<file path="src/hmn_pkg.sv">
// shared types and constants for the heightmap to normal map block
package hmn_pkg;

  localparam int MAX_WIDTH = 1024;
  localparam int COORD_W   = $clog2(MAX_WIDTH);
  localparam int WIDTH_W   = COORD_W + 1;
  localparam logic [WIDTH_W-1:0] WIDTH_RESET = WIDTH_W'(256);
  localparam int FIFO_DEPTH = 4;
  localparam int FIFO_AW    = $clog2(FIFO_DEPTH);

  localparam int SQRT_STEPS = 28;
  localparam int DIV_STEPS  = 18;
  localparam logic [17:0] Q_ONE = 18'd65536;

  typedef struct packed {
    logic [7:0]         h;
    logic [7:0]         l;
    logic [7:0]         rn;
    logic [7:0]         t;
    logic [7:0]         b;
    logic [COORD_W-1:0] x;
    logic [COORD_W-1:0] y;
    logic [WIDTH_W-1:0] w;
    logic               done;
  } job_t;

endpackage

</file>
<file path="src/hmn_back.sv">
// back: normal vector, length, normalise and byte mapping
module hmn_back (
  input  logic                        clk,
  input  logic                        rst,
  input  logic                        empty,
  input  hmn_pkg::job_t               pop_job,
  output logic                        pop,
  output logic [7:0]                  normal_x,
  output logic [7:0]                  normal_y,
  output logic [7:0]                  normal_z,
  output logic [hmn_pkg::COORD_W-1:0] pixel_col,
  output logic [hmn_pkg::COORD_W-1:0] pixel_row,
  output logic                        frame_done,
  output logic                        normal_valid,
  input  logic                        normal_ready
);

  localparam logic [2:0] B_IDLE = 3'd0;
  localparam logic [2:0] B_VEC  = 3'd1;
  localparam logic [2:0] B_SQ   = 3'd2;
  localparam logic [2:0] B_SQRT = 3'd3;
  localparam logic [2:0] B_DIV  = 3'd4;
  localparam logic [2:0] B_MAP  = 3'd5;

  logic [2:0]          state;
  hmn_pkg::job_t       job;
  logic [4:0]          step;
  logic [10:0]         mag [3];
  logic                neg [3];
  logic [55:0]         rad;
  logic [31:0]         srem;
  logic [27:0]         root;
  logic [28:0]         drem [3];
  logic [17:0]         quo [3];

  logic                nl, nr, nt, nb;
  logic signed [9:0]   dl, dr, dt, db;
  logic signed [10:0]  sa, sb;
  logic signed [11:0]  vx, vy, vz;
  logic [21:0]         len2;
  logic [31:0]         s_try, s_trial;
  logic [28:0]         d_sh [3];
  logic [17:0]         q_cl [3];
  logic [17:0]         u [3];
  logic [25:0]         prod [3];
  logic [7:0]          byte_v [3];

  always_comb begin
    nl = (job.x != '0);
    nr = ({1'b0, job.x} + 1'b1) < job.w;
    nb = (job.y != '0);
    nt = ({1'b0, job.y} + 1'b1) < job.w;
    dl = $signed({2'b0, job.l}) - $signed({2'b0, job.h});
    dr = $signed({2'b0, job.h}) - $signed({2'b0, job.rn});
    dt = $signed({2'b0, job.h}) - $signed({2'b0, job.t});
    db = $signed({2'b0, job.b}) - $signed({2'b0, job.h});
    sa = (nl ? 11'(dl) : 11'sd0) + (nr ? 11'(dr) : 11'sd0);
    sb = (nt ? 11'(dt) : 11'sd0) + (nb ? 11'(db) : 11'sd0);
    vx = (nt && nb) ? (12'(sa) <<< 1) : 12'(sa);
    vz = (nl && nr) ? (12'(sb) <<< 1) : 12'(sb);
    vy = 12'((3'(nl) + 3'(nr)) * (3'(nt) + 3'(nb)));
  end

  assign len2 = 22'(mag[0] * mag[0]) + 22'(mag[1] * mag[1]) + 22'(mag[2] * mag[2]);

  assign s_try   = {srem[29:0], rad[55:54]};
  assign s_trial = {2'b0, root, 2'b01};

  for (genvar k = 0; k < 3; k++) begin : g_lane
    assign d_sh[k]   = {drem[k][27:0], 1'b0};
    assign q_cl[k]   = (quo[k] > hmn_pkg::Q_ONE) ? hmn_pkg::Q_ONE : quo[k];
    assign u[k]      = neg[k] ? (hmn_pkg::Q_ONE - q_cl[k]) : (hmn_pkg::Q_ONE + q_cl[k]);
    assign prod[k]   = {u[k], 8'b0} - 26'(u[k]);
    assign byte_v[k] = prod[k][24:17];
  end

  assign pop = (state == B_IDLE) && !empty;

  always_ff @(posedge clk) begin
    if (pop) begin
      job <= pop_job;
    end
    unique case (state)
      B_VEC: begin
        neg[0] <= vx[11];
        neg[1] <= vy[11];
        neg[2] <= vz[11];
        mag[0] <= vx[11] ? 11'(-vx) : 11'(vx);
        mag[1] <= vy[11] ? 11'(-vy) : 11'(vy);
        mag[2] <= vz[11] ? 11'(-vz) : 11'(vz);
      end
      B_SQ: begin
        rad  <= {2'b0, len2, 32'b0};
        srem <= '0;
        root <= '0;
      end
      B_SQRT: begin
        rad <= {rad[53:0], 2'b0};
        if (s_try >= s_trial) begin
          srem <= s_try - s_trial;
          root <= {root[26:0], 1'b1};
        end else begin
          srem <= s_try;
          root <= {root[26:0], 1'b0};
        end
        for (int k = 0; k < 3; k++) begin
          drem[k] <= {4'b0, mag[k], 14'b0};
          quo[k]  <= '0;
        end
      end
      B_DIV: begin
        for (int k = 0; k < 3; k++) begin
          if (d_sh[k] >= {1'b0, root}) begin
            drem[k] <= d_sh[k] - {1'b0, root};
            quo[k]  <= {quo[k][16:0], 1'b1};
          end else begin
            drem[k] <= d_sh[k];
            quo[k]  <= {quo[k][16:0], 1'b0};
          end
        end
      end
      default: begin
      end
    endcase
    if (state == B_MAP && (!normal_valid || normal_ready)) begin
      normal_x   <= byte_v[0];
      normal_y   <= byte_v[1];
      normal_z   <= byte_v[2];
      pixel_col  <= job.x;
      pixel_row  <= job.y;
      frame_done <= job.done;
    end
  end

  always_ff @(posedge clk) begin
    if (rst) begin
      state        <= B_IDLE;
      step         <= '0;
      normal_valid <= 1'b0;
    end else begin
      if (state == B_MAP && (!normal_valid || normal_ready)) begin
        normal_valid <= 1'b1;
      end else if (normal_valid && normal_ready) begin
        normal_valid <= 1'b0;
      end
      unique case (state)
        B_IDLE: begin
          if (!empty) begin
            state <= B_VEC;
          end
        end
        B_VEC: state <= B_SQ;
        B_SQ: begin
          step  <= '0;
          state <= B_SQRT;
        end
        B_SQRT: begin
          if (step == 5'(hmn_pkg::SQRT_STEPS - 1)) begin
            step  <= '0;
            state <= B_DIV;
          end else begin
            step <= step + 1'b1;
          end
        end
        B_DIV: begin
          if (step == 5'(hmn_pkg::DIV_STEPS - 1)) begin
            state <= B_MAP;
          end else begin
            step <= step + 1'b1;
          end
        end
        B_MAP: begin
          if (!normal_valid || normal_ready) begin
            state <= B_IDLE;
          end
        end
        default: state <= B_IDLE;
      endcase
    end
  end

endmodule

</file>
<file path="config.mk">
export PLATFORM = sky130hd
export DESIGN_NAME = hmn_back
export DESIGN_NICKNAME = d
export VERILOG_FILES = /design/src/hmn_pkg.sv /design/src/hmn_back.sv
export SDC_FILE = /design/constraint.sdc
export NUM_CORES = 1
export LEC_CHECK = 0
export BUFFER_PORTS_ARGS = -buffer_cell sky130_fd_sc_hd__buf_2
export CAP_MARGIN = 20
export CORE_UTILIZATION = 45
export DETAILED_ROUTE_END_ITERATION = 6
export PLACE_DENSITY_LB_ADDON = 0.1
export SETUP_SLACK_MARGIN = 0.4
export SKIP_LAST_GASP = 1
export SLEW_MARGIN = 30
export SYNTH_ARGS = -nofsm -noshare
export SYNTH_HDL_FRONTEND = slang
export SYNTH_SLANG_ARGS = --single-unit
</file>
<file path="constraint.sdc">
create_clock -name clk -period 21.5 [get_ports clk]
set_clock_uncertainty 0.2 [all_clocks]
set_input_delay 0 -clock clk [delete_from_list [all_inputs] [get_ports clk]]
set_output_delay 0 -clock clk [all_outputs]
set_load 0.01 [all_outputs]
</file>
==> results by group <==
STA
  • Fin crit period: 7950 ps
  • Pins Over Slew Limit: 0
  • Fmax: 126 MHz
  • Post-route clock period utilization: 37.0%
  • Final Hold Fails: 0
  • Max-slew headroom: 34.0%
  • Finish-stage setup viols: 0
  • Final setup TNS: 0 ps
  • Slew @ Worst Pin: 990 ps
  • Setup ws final: 13550 ps
  • Min Hold Slack: 51.6 ps
  • RSZ-0062 raised after global routing: no

Floorplanning
  • Die X: 275 microns
  • Die area: 0.0754 sq mm
  • Num ports: 123
  • Die H: 275 microns
  • FP Rows: 99
  • Starting Density: 45.7%
  • Core area: 0.0732 sq mm

CTS
  • TritonCTS buffer count: 49
  • H-tree depth: 2
  • Clock Path Buffers: 3
  • CTS tree: yes
  • Clock Tree Root: clkbuf_16
  • Cts repair resizes: 0
  • Clock-pin slew on the worst setup and hold paths: 60 ps
  • Num Clock Sinks: 374
  • Postcts setup bufs: 0
  • Clock latency on the worst-skew pair: 610 ps

Layout
  • Final Util: 52.2%
  • Synth-to-layout area growth: 14.3%
  • Multi-input gate area: 0.0204 sq mm
  • Nets: 4312
  • Share of cells above drive strength 1: 7.52%
  • Register area: 0.0111 sq mm
  • Fillers: 6580

Synth
  • Simple-gate share of the synthesized area: 15.3%
  • Post-Synth Adder-Cell Area: 24.9%
  • Post-synth cell types: 97
  • Syn_nets: 4078
  • FFs w/ async S/R, synth: 0%
  • Post-Synth XOR/XNOR Area: 5.55%
  • Gate Count Post-Synth: 3449
  • Largest family of logic cells by synthesized area: adder cells
  • Compound-Gate Fraction of Synth Area: 13.5%
  • Mapped Area: 0.0334 sq mm
  • Synth Area per Inst: 9.69 sq um
  • Post-synth EDFFs: 363
  • Main synth FF type: edfxtp_1
  • #FFs+latches synth: 374
  • Synth Warn #: 0
  • Seq/Total Area, Yosys: 33.3%
  • Multiplexer share of the synthesized area: 1.54%

Routing
  • 1st-iter DRT viols: 1470
  • Post-route ant nets: 0
  • Via density: 5.46
  • Vias after detailed routing: 25600
  • DRT Pass-1 Iters: 7
  • Detailed-route DRC error count: 4
  • Routed length per instance: 18.1 microns
  • Drt total wl: 84600 microns

Placed design
  • Pre-CTS setup slack: 13580 ps
  • Dpl hpwl: 63500 microns
  • GP Congestion: 0.858
  • Port buffer count: 122

Setup path
  • Critical Path, Cell by Cell: and2_1, fa_1, inv_1, fa_1, inv_1, fa_1, inv_1, fa_1, fa_1, inv_1, fa_1, fa_1, inv_1, fa_1, inv_1, ha_1, or3_1, o211ai_1, o21ai_0, o41ai_1, o21bai_1, a21oi_1, xor2_1, o21ai_0
  • Critical Path End Type: flop
  • Crit path kind: reg2reg
  • Max FO, Critical Path: 14
  • Most Frequent Cell on Critical Path: fa_1
  • CP top delay family: adder cells
  • Max stage delay cell, worst path: o41ai_1
  • Setup crit start kind: flop
  • Buf+Inv Stages, Crit Path: 6
  • Required time of the worst setup path: 21610 ps
  • CP peak stage delay: 700 ps
  • WP data arrival: 8060 ps

Hold path
  • Worst min path class: in2reg

Outcome
  • Failing checks: design-rule violations
  • Status: complete, but fails checks

Global route
  • Number of global-route vias before repair: 25600
  • Initial antenna violation count: 1
  • Gr ovfl total: 0
  • First-pass GRT wire length: 136000 microns
  • All-Layer GR Usage: 22.6%
  • Largest net degree at the start of global routing: 79

Flow run
  • Maxcap violations: 0
==> flip-flops by register name, summed over array words and instances (netlist names), 2 cells and up <==
signal / count
neg: 2
quo: 54
normal_x: 8
step: 5
state: 3
drem: 84
root: 28
job: 72
pixel_col: 10
normal_y: 8
pixel_row: 10
rad: 24
mag: 26
srem: 30
normal_z: 8
==> metal layers <==
metal / vias to the layer above / track usage [%] / wire (microns)
met3: 127 / 2.45 / 3120
met2: 478 / 38.8 / 41700
met1: 12400 / 29.6 / 37200
met5: - / 0 / 0
li1: 12500 / - / -
met4: 0 / 7.47 / 2600
==> cells by family (layout without fill, tap and decap cells) <==
| group | count (synthesis) | after routing |
|---|---|---|
| AO/OA/AOI/OAI | 701 | 701 |
| XOR/XNOR | 212 | 212 |
| adder cells (fa/ha/maj) | 553 | 553 |
| buffers and inverters | 519 | 793 |
| flip-flops | 374 | 374 |
| multiplexers | 51 | 51 |
| other | 0 | 2 |
| AND/OR/NAND/NOR | 1039 | 1039 |
==> layout by cell type (no fill, tap or decap), types with 28 or more instances in the layout <==
cell type	n
a211oi_1	35
a21o_1	94
a21oi_1	211
and2_1	81
and3_1	77
buf_2	122
clkbuf_16	50
dlygate4sd3_1	149
edfxtp_1	363
fa_1	187
ha_1	366
inv_1	407
mux2i_1	48
nand2_1	262
nand2b_1	35
nand3_1	56
nor2_1	293
nor2b_1	47
nor3_1	60
o21a_1	28
o21ai_0	142
xnor2_1	128
xor2_1	84
==> per-stage QoR <==
step | instance area [sq um] | std cells
after floorplan | 33400 | 3449
after global placement | 35000 | 4440
after detailed placement | 35000 | 4440
after CTS | 38200 | 4680
after global routing | 38200 | 4683
final | 38200 | 4684
==> cell type report <==
type                       count  area share, %
antenna                        2         0.0131
clock buffer                  57           3.34
clock inverter                34           1.09
inverter                     408           4.01
multi-input combinational   2556           53.3
sequential                   374           29.1
tap                          959           3.14
timing repair buffer         294           6.03
==> Yosys cell counts (14+ instances only) <==
cell,n,area share (%)
clkbuf_1,87,0.98
nor2_1,295,3.3
o31ai_1,20,0.45
nor2b_1,47,0.88
fa_1,187,11
xnor2_1,128,3.4
inv_1,407,4.6
o21ai_0,142,2.1
a31oi_1,19,0.36
nand2b_1,35,0.65
mux2i_1,48,1.4
nand4_1,24,0.45
a211oi_1,36,0.81
edfxtp_1,363,33
nor3_1,60,0.90
o211ai_1,14,0.31
nand2_1,265,3.0
a21oi_1,211,3.2
nor4_1,19,0.36
xor2_1,84,2.2
nand3_1,56,0.84
and2_1,81,1.5
and3_1,78,1.5
o21a_1,28,0.63
buf_2,16,0.24
ha_1,366,14
a21o_1,94,2.1
==> worst paths after layout <==
| kind | cells after the start | endpoint | slack (ps) | start |
|---|---|---|---|---|
| max | 24 | rad[49]$_DFFE_PP_ | 13550 | mag[0][0]$_DFFE_PP_ |
| min | 3 | step[1]$_SDFFE_PP0P_ | 50 | rst |
| max reg2reg | 24 | rad[49]$_DFFE_PP_ | 13550 | mag[0][0]$_DFFE_PP_ |
| min reg2reg | 0 | frame_done$_DFFE_PP_ | 230 | job[0]$_DFFE_PP_ |
==> repair_timing <==
item | 4_1_cts | 5_1_grt
setup endpoints to repair | 0 | 0
hold buffers | 149 | 0
endpoints found under the hold margin | 81 | 0
==> tightest hold or removal path, cell delays in order <==
cell	delay, ps
dlygate4sd3_1	550
buf_2	200
nor2_1	60
Power is left out: the tool's default activity adds up to more than one toggle a clock period on the data nets, which glitch-free logic cannot reach.
