===== config.mk =====
export PLATFORM = sky130hd
export DESIGN_NAME = hmn_fifo
export DESIGN_NICKNAME = d
export VERILOG_FILES = /design/src/hmn_pkg.sv /design/src/hmn_fifo.sv
export SDC_FILE = /design/constraint.sdc
export NUM_CORES = 1
export LEC_CHECK = 0
export BUFFER_PORTS_ARGS = -buffer_cell sky130_fd_sc_hd__clkbuf_2
export CAP_MARGIN = 20
export CORE_ASPECT_RATIO = 1.5
export CORE_MARGIN = 2
export CORE_UTILIZATION = 55
export CTS_BUF_LIST = sky130_fd_sc_hd__clkbuf_2
export DETAILED_ROUTE_END_ITERATION = 8
export PLACE_DENSITY_LB_ADDON = 0.25
export SLEW_MARGIN = 20
export SYNTH_ARGS = -nofsm -noshare
export SYNTH_HDL_FRONTEND = slang
export SYNTH_SLANG_ARGS = --single-unit

===== constraint.sdc =====
create_clock -name clk -period 3.4 [get_ports clk]
set_input_delay 0.17 -clock clk [delete_from_list [all_inputs] [get_ports clk]]
set_output_delay 0.17 -clock clk [all_outputs]
set_load 0.05 [all_outputs]

===== src/hmn_pkg.sv =====
// shared types and constants for the heightmap to normal map block
package hmn_pkg;

  localparam int MAX_WIDTH = 1024;
  localparam int COORD_W   = $clog2(MAX_WIDTH);
  localparam int WIDTH_W   = COORD_W + 1;
  localparam logic [WIDTH_W-1:0] WIDTH_RESET = WIDTH_W'(256);
  localparam int FIFO_DEPTH = 4;
  localparam int FIFO_AW    = $clog2(FIFO_DEPTH);

  localparam int SQRT_STEPS = 28;
  localparam int DIV_STEPS  = 18;
  localparam logic [17:0] Q_ONE = 18'd65536;

  typedef struct packed {
    logic [7:0]         h;
    logic [7:0]         l;
    logic [7:0]         rn;
    logic [7:0]         t;
    logic [7:0]         b;
    logic [COORD_W-1:0] x;
    logic [COORD_W-1:0] y;
    logic [WIDTH_W-1:0] w;
    logic               done;
  } job_t;

endpackage


===== src/hmn_fifo.sv =====
// short job queue between front and back
module hmn_fifo (
  input  logic          clk,
  input  logic          rst,
  input  logic          push,
  input  hmn_pkg::job_t push_job,
  output logic          full,
  input  logic          pop,
  output hmn_pkg::job_t pop_job,
  output logic          empty
);

  hmn_pkg::job_t entries [hmn_pkg::FIFO_DEPTH];
  logic [hmn_pkg::FIFO_AW-1:0] wr_ptr;
  logic [hmn_pkg::FIFO_AW-1:0] rd_ptr;
  logic [hmn_pkg::FIFO_AW:0]   count;

  assign full    = (count == (hmn_pkg::FIFO_AW+1)'(hmn_pkg::FIFO_DEPTH));
  assign empty   = (count == '0);
  assign pop_job = entries[rd_ptr];

  always_ff @(posedge clk) begin
    if (push && !full) begin
      entries[wr_ptr] <= push_job;
    end
  end

  always_ff @(posedge clk) begin
    if (rst) begin
      wr_ptr <= '0;
      rd_ptr <= '0;
      count  <= '0;
    end else begin
      if (push && !full) begin
        wr_ptr <= wr_ptr + 1'b1;
      end
      if (pop && !empty) begin
        rd_ptr <= rd_ptr + 1'b1;
      end
      count <= count + (hmn_pkg::FIFO_AW+1)'(push && !full)
                     - (hmn_pkg::FIFO_AW+1)'(pop && !empty);
    end
  end

endmodule


==> results of run 1 <==
==> cells in the mapped netlist <==
library cell / number / share of area (%)
buf_12: 7 / 1.3
nand2_1: 1 / 0.034
nor3_1: 1 / 0.046
xor2_1: 1 / 0.080
mux2i_1: 1 / 0.092
o31ai_1: 1 / 0.069
mux4_2: 70 / 14
clkbuf_1: 2 / 0.069
buf_2: 7 / 0.32
buf_6: 1 / 0.10
edfxtp_1: 288 / 79
dfxtp_1: 9 / 1.6
mux4_1: 2 / 0.48
inv_1: 8 / 0.27
or3_1: 2 / 0.11
xnor2_1: 2 / 0.16
ha_1: 6 / 0.69
a21oi_1: 2 / 0.092
and2_1: 4 / 0.23
nor3b_2: 1 / 0.11
nor2b_1: 2 / 0.11
nor2_1: 4 / 0.14
fa_1: 1 / 0.18
nand2b_1: 2 / 0.11
o21ai_0: 2 / 0.092
==> metal layers <==
layer / up-vias / routed length, um / share of wire, % / GRT usage, %
li1: 2434 / - / - / -
met3: 39 / 1130 / 5.7 / 5.73
met5: - / 0 / 0 / 0
met2: 166 / 10900 / 55 / 35.5
met1: 2766 / 7370 / 37 / 22.5
met4: 0 / 472 / 2.4 / 7.79
==> worst paths after layout <==
path / endpoint / cells past startpoint / slack, ns / from
max: pop_job[41] / 3 / 0.59 / flop
min: entries[2][10]$_DFFE_PP_ / 2 / 0.18 / push_job[10]
min reg2reg: flop / 2 / 0.50 / rd_ptr[1]$_SDFFE_PP0P_
max reg2reg: count[2]$_SDFF_PP0_ / 10 / 0.92 / count[1]$_SDFF_PP0_
==> area by class of cell <==
type / instances / area, um2
repair buffers: 234 / 1620
clock inverters: 27 / 211
multi-input cells: 105 / 1900
fillers: 1305 / 6250
well taps: 260 / 325
diodes: 2 / 5.00
clock buffers: 89 / 445
flip-flops and latches: 297 / 8840
inverters: 8 / 30.0
==> where the power goes <==
part           internal [uW]  switching, uW
Combinational           1050           2160
Sequential              4390            221
Clock                   1020           1260
Total                   6460           3650
==> logic make-up (layout without fill, tap and decap cells) <==
group | Yosys count | count (layout) | synth area share, %
multiplexers | 73 | 73 | 15.0
buffers and inverters | 25 | 358 | 2.05
flip-flops | 297 | 297 | 80.7
AO/OA/AOI/OAI | 5 | 5 | 0.252
adder cells (fa/ha/maj) | 7 | 7 | 0.869
AND/OR/NAND/NOR | 17 | 17 | 0.903
other | 0 | 2 | 0
XOR/XNOR | 3 | 3 | 0.240
==> per-stage QoR <==
step | area (um2) | utilization, % | setup slack, ns | hold WS [ns] | std cells
4_1_cts | 13400 | 68.1 | 0.439 | 0.0807 | 1020
3_3_place_gp | 12000 | 60.9 | 1.14 | 0.383 | 828
3_5_place_dp | 12000 | 60.9 | 0.935 | 0.394 | 828
5_1_grt | 13400 | 68.1 | 0.318 | 0.0749 | 1022
6_report | 13400 | 68.1 | 0.586 | 0.176 | 1022
2_1_floorplan | 10900 | - | 0.380 | 0.269 | 427
==> worst reg2reg max path, stage by stage, from the launching register on <==
cell     delay, ns
dfxtp_1       0.45
nor3b_2       0.10
nor2_1        0.36
inv_1         0.08
ha_1          0.29
inv_1         0.05
ha_1          0.21
fa_1          0.42
xnor2_1       0.21
xnor2_1       0.16
nor2_1        0.06
==> registers in the layout (all words and copies together) (netlist names), named ones only <==
| register | count |
|---|---|
| entries | 288 |
| rd_ptr | 2 |
| count | 3 |
| wr_ptr | 2 |
==> metrics.md, run 1 <==
| Metric | Value |
|---|---|
| First-pass GRT wire length | `31400 um` |
| #FFs+latches synth | `slightly below 300` |
| Slew Limit Fails | `0` |
| Final WL | `19900 um` |
| Cell Rows | `63` |
| HP Class | `input pin to flop` |
| Overall routing resource usage | `roughly 20%` |
| Longest Clk Path Bufs | `3` |
| Die width | `119 um` |
| Clock sinks | `~300` |
| Total negative slack | `0 ns` |
| Most frequent cells in the layout | `edfxtp_1, clkbuf_2, dlygate4sd3_1` |
| Max_cap viols | `0` |
| Slowest stage cell, crit path | `dfxtp_4` |
| CP delay by family, top | `flip-flops` |
| Cell Area, Synth | `10900 um2` |
| Worst Path Required | `3.23 ns` |
| Nets | `795` |
| Post-CTS Setup Inserts | `0` |
| Final Hold Fails | `0` |
| Drt wl/cell | `19.5 um` |
| Post-CTS Hold Buffers | `76` |
| CP Buf/Inv Count | `2` |
| Crit path DAT | `2.64 ns` |
| Floorplan Core Area | `19600 um2` |
| Register area share after synthesis | `approximately four fifths` |
| Crit. End Element | `output port` |
| Antenna violations before repair | `2` |
| Slew headroom | `28.6%` |
| TritonCTS Buffers | `66` |
| # DRC | `0` |
| Die H | `roughly 180 um` |
| Grt ovf | `0` |
| HPWL after DPL | `11900 um` |
| Post-Syn Nets | `510` |
| Number of routed nets with antenna violations | `0` |
| First-pass DRT Iterations | `4` |
| VDD IR max | `0.535 mV` |
| Largest net degree at the start of global routing | `73` |
| Die area | `21100 um2` |
| Vias per inst | `5.29` |
| Final Skew | `0.0378 ns` |
| Commonest non-fill, non-tap cell in the layout | `edfxtp_1` |
| # setup viols final | `0` |
| Clock transition at the registers of the reported paths | `approximately 0.13 ns` |
| Fraction of layout cells with a size suffix above 1 | `43.7%` |
| Power Density | `756 nW/um2` |
| Yosys warnings | `0` |
| Unrepaired setup endpoints after global routing | `no` |
| Final total power | `10100 uW` |
| Initial DRC Count | `291` |
| Initial Utilization | `55.7%` |
| Critical path class | `flop to output port` |
| Critical path, cell by cell | `buf_4 -> mux4_2 -> clkbuf_2` |
| Port buffer count | `roughly 150` |
| Synthesis-to-finish area growth | `22.3%` |
| H-tree levels | `3` |
| Post-cts resize count | `0` |
| Outcome | `completed` |
| Post-Syn Instances | `427` |
| Distinct cell type count after synthesis | `25` |
| Max Clk Rate | `0.355 GHz` |
| Worst-Margin Slew | `1.07 ns` |
| CTS root buf | `clkbuf_2` |
| Leak | `0.00472 uW` |
| CP Max Fanout | `27` |
| CTS tree | `built` |
| Worst-Skew Late Latency | `roughly 0.75 ns` |
| Period utilization | `between 80% and 90%` |
| Total I/O pin count | `150` |
| Crit start category | `flop` |
| Final min period | `2.81 ns` |
| Gp weighted congestion | `0.736` |
| Via count | `5405` |
| Avg Cell Area, Syn | `25.6 um2` |
| Vias in the first global route | `5991` |
| CP max stage delay | `just over 0.7 ns` |
No activity file was read; power rests on OpenSTA's default activity.
==> run 2, diff against run 1 <==
==> constraint.sdc (replaced) <==
create_clock -name clk -period 2.95 [get_ports clk]
set_input_delay 0.1475 -clock clk [delete_from_list [all_inputs] [get_ports clk]]
set_output_delay 0.1475 -clock clk [all_outputs]
set_load 0.05 [all_outputs]
==> run 2 against run 1 <==
  * Sequential share of layout area shrank 0.12 points
  * Hold slack lost 0.073 ns
  * Wire length shrank 0.97%
  * Critical path type unchanged
  * Largest power group unchanged
==> metrics.md, run 2 (synthesis gave the netlist of run 1 again) <==
| Metric | Value |
|---|---|
| Cell Rows | `63 (unchanged)` |
| Fill cells | `1350 (+3.4%)` |
| Floorplan Core Area | `19600 um2 (unchanged)` |
| Vias in the first global route | `5845 (-2.4%)` |
| Final WL | `19700 um (-0.97%)` |
| CTS root buf | `clkbuf_2` |
| Vias per inst | `5.29 (about the same)` |
| Synthesis-to-finish area growth | `22.5%` |
| Drt wl/cell | `19.1 um (-2.1%)` |
| CP Max Fanout | `38 (+41%)` |
| Clock sinks | `297 (unchanged)` |
| Largest net degree at the start of global routing | `42 (-42%)` |
| Final min period | `about 2.6 ns` |
| Placed cell areas | `12000 um2 (+0.40%)` |
| Unrepaired setup endpoints after global routing | `no` |
| Crit Reg-Reg Endpoint | `count[2]$_SDFF_PP0_` |
| Longest Clk Path Bufs | `3 (unchanged)` |
| Total I/O pin count | `150 (unchanged)` |
| Final Hold Fails | `0 (unchanged)` |
| Max_cap viols | `0 (unchanged)` |
| Initial Utilization | `55.7% (unchanged)` |
| Commonest non-fill, non-tap cell in the layout | `edfxtp_1` |
| Register-to-Register Path Depth | `10 (unchanged)` |
| Post-route cell area | `13400 um2 (+0.19%)` |
| Power Density | `854 nW/um2 (+13%)` |
| H-tree levels | `3 (unchanged)` |
| Outcome | `completed` |
| First-pass DRT Iterations | `4 (unchanged)` |
| Port buffer count | `149 (unchanged)` |
| Via count | `5467 (+1.1%)` |
| Grt ovf | `0 (unchanged)` |
| Die area | `21100 um2 (unchanged)` |
| Final Skew | `0.0446 ns (+0.00674 ns)` |
| Worst-Margin Slew | `0.526 ns (-0.545 ns)` |
| Die H | `177 um (unchanged)` |
| Hold WS | `0.104 ns (-0.0728 ns)` |
| Slew Limit Fails | `0 (unchanged)` |
| Slew headroom | `64.9% (+36 points)` |
| Gp weighted congestion | `0.739 (+0.52%)` |
| Max Clk Rate | `0.379 GHz` |
| TritonCTS Buffers | `66 (unchanged)` |
| HPWL after DPL | `11600 um (-2.0%)` |
| Worst Path Required | `2.80 ns (-0.43 ns)` |
| Worst-Skew Late Latency | `0.79 ns (+0.04 ns)` |
| FF-to-FF Start | `count[1]$_SDFF_PP0_` |
| Antenna violations before repair | `1 (-1)` |
| Fraction of layout cells with a size suffix above 1 | `45.7% (+2.0 points)` |
| Total negative slack | `0 ns (unchanged)` |
| CTS tree | `built` |
| # setup viols final | `0 (unchanged)` |
| Top reg by flops | `entries` |
| Die width | `119 um (unchanged)` |
| Critical path class | `flop to output port` |
| Crit path to | `pop_job[66]` |
| First-pass GRT wire length | `30300 um (-3.4%)` |
| Most frequent cells in the layout | `edfxtp_1, clkbuf_2, dlygate4sd3_1` |
| Crit start category | `flop` |
| Nets | `808 (+1.6%)` |
| R2R Setup Slk | `0.57 ns (-0.35 ns)` |
| Period utilization | `roughly nine tenths` |
| Post-cts resize count | `0 (unchanged)` |
| HP Class | `input pin to flop` |
| Crit path DAT | `2.49 ns (-0.15 ns)` |
| Clock transition at the registers of the reported paths | `0.11 ns (-0.02 ns)` |
| Crit. End Element | `output port` |
| Leak | `0.00477 uW (+1.1%)` |
| Max reg flops | `288 (unchanged)` |
| # DRC | `0 (unchanged)` |
| Number of routed nets with antenna violations | `0 (unchanged)` |
| Overall routing resource usage | `19.4% (-0.44 points)` |
| Biggest regs | `entries (288), count (3)` |
| VDD IR max | `0.500 mV (-6.6%)` |
| Initial DRC Count | `346 (+19%)` |
[run 2: changes by cell type in the layout (fill, tap and decap cells not counted)]
cell / delta
buf_12: +2
buf_4: +12
bufinv_16: -4
clkbuf_2: +12
clkinv_1: -7
clkinv_2: -2
diode_2: -1
dlygate4sd3_1: -1
inv_2: +1
[run 2: what timing repair did]
action	CTS	global route
buffers inserted	0	11
endpoints found under the hold margin	300	0
endpoints found under the setup margin	0	6
hold buffers	75	0
[run 2: worst min-delay path by stage]
stage,start,endpoint,cells after the start
2_1_floorplan,push_job[0],entries[0][0]$_DFFE_PP_,0
3_3_place_gp,push_job[2],entries[0][2]$_DFFE_PP_,1
3_5_place_dp,push_job[10],entries[1][10]$_DFFE_PP_,1
4_1_cts,push_job[14],entries[1][14]$_DFFE_PP_,2
5_1_grt,push_job[25],entries[1][25]$_DFFE_PP_,2
6_report,push_job[14],entries[1][14]$_DFFE_PP_,2
[run 2: area by class of cell]
type	instances	area [um2]	area share, %
diodes	1	2.50	0.0187
clock inverters	15	58.8	0.439
multi-input cells	105	1900	14.2
clock buffers	101	505	3.77
repair buffers	247	1740	13.0
well taps	260	325	2.43
inverters	8	30.0	0.224
flip-flops and latches	297	8840	65.9
[run 2: worst max-delay path, stage by stage (launching register included)]
cell      delay, ns
dfxtp_4        0.46
buf_12         0.31
mux4_1         0.65
clkbuf_2       0.27
[run 2: report_power, final]
part	leakage, uW	internal [uW]	switching, uW
registers	0.00271	5060	156
clock network	0.000450	902	1430
logic	0.00161	1290	2610
total	0.00477	7250	4190
[run 2: stage by stage]
step / total power [uW] / worst slack, ns / utilization, % / std cells
final: 11400 / 0.310 / 68.3 / 1034
after global placement: 9030 / 0.702 / 61.1 / 831
after floorplan: 8350 / 0.362 / - / 427
after detailed placement: 9090 / 0.573 / 61.1 / 831
after CTS: 11500 / 0.00485 / 67.8 / 1022
after global routing: 12000 / 0.101 / 68.3 / 1034
[run 2: metal layers]
metal / up-vias / track usage [%] / wire length, um
met5: - / 0 / 0
met4: 0 / 10.0 / 622
met3: 38 / 5.61 / 1140
met2: 193 / 32.7 / 10600
met1: 2783 / 22.9 / 7390
li1: 2453 / - / -
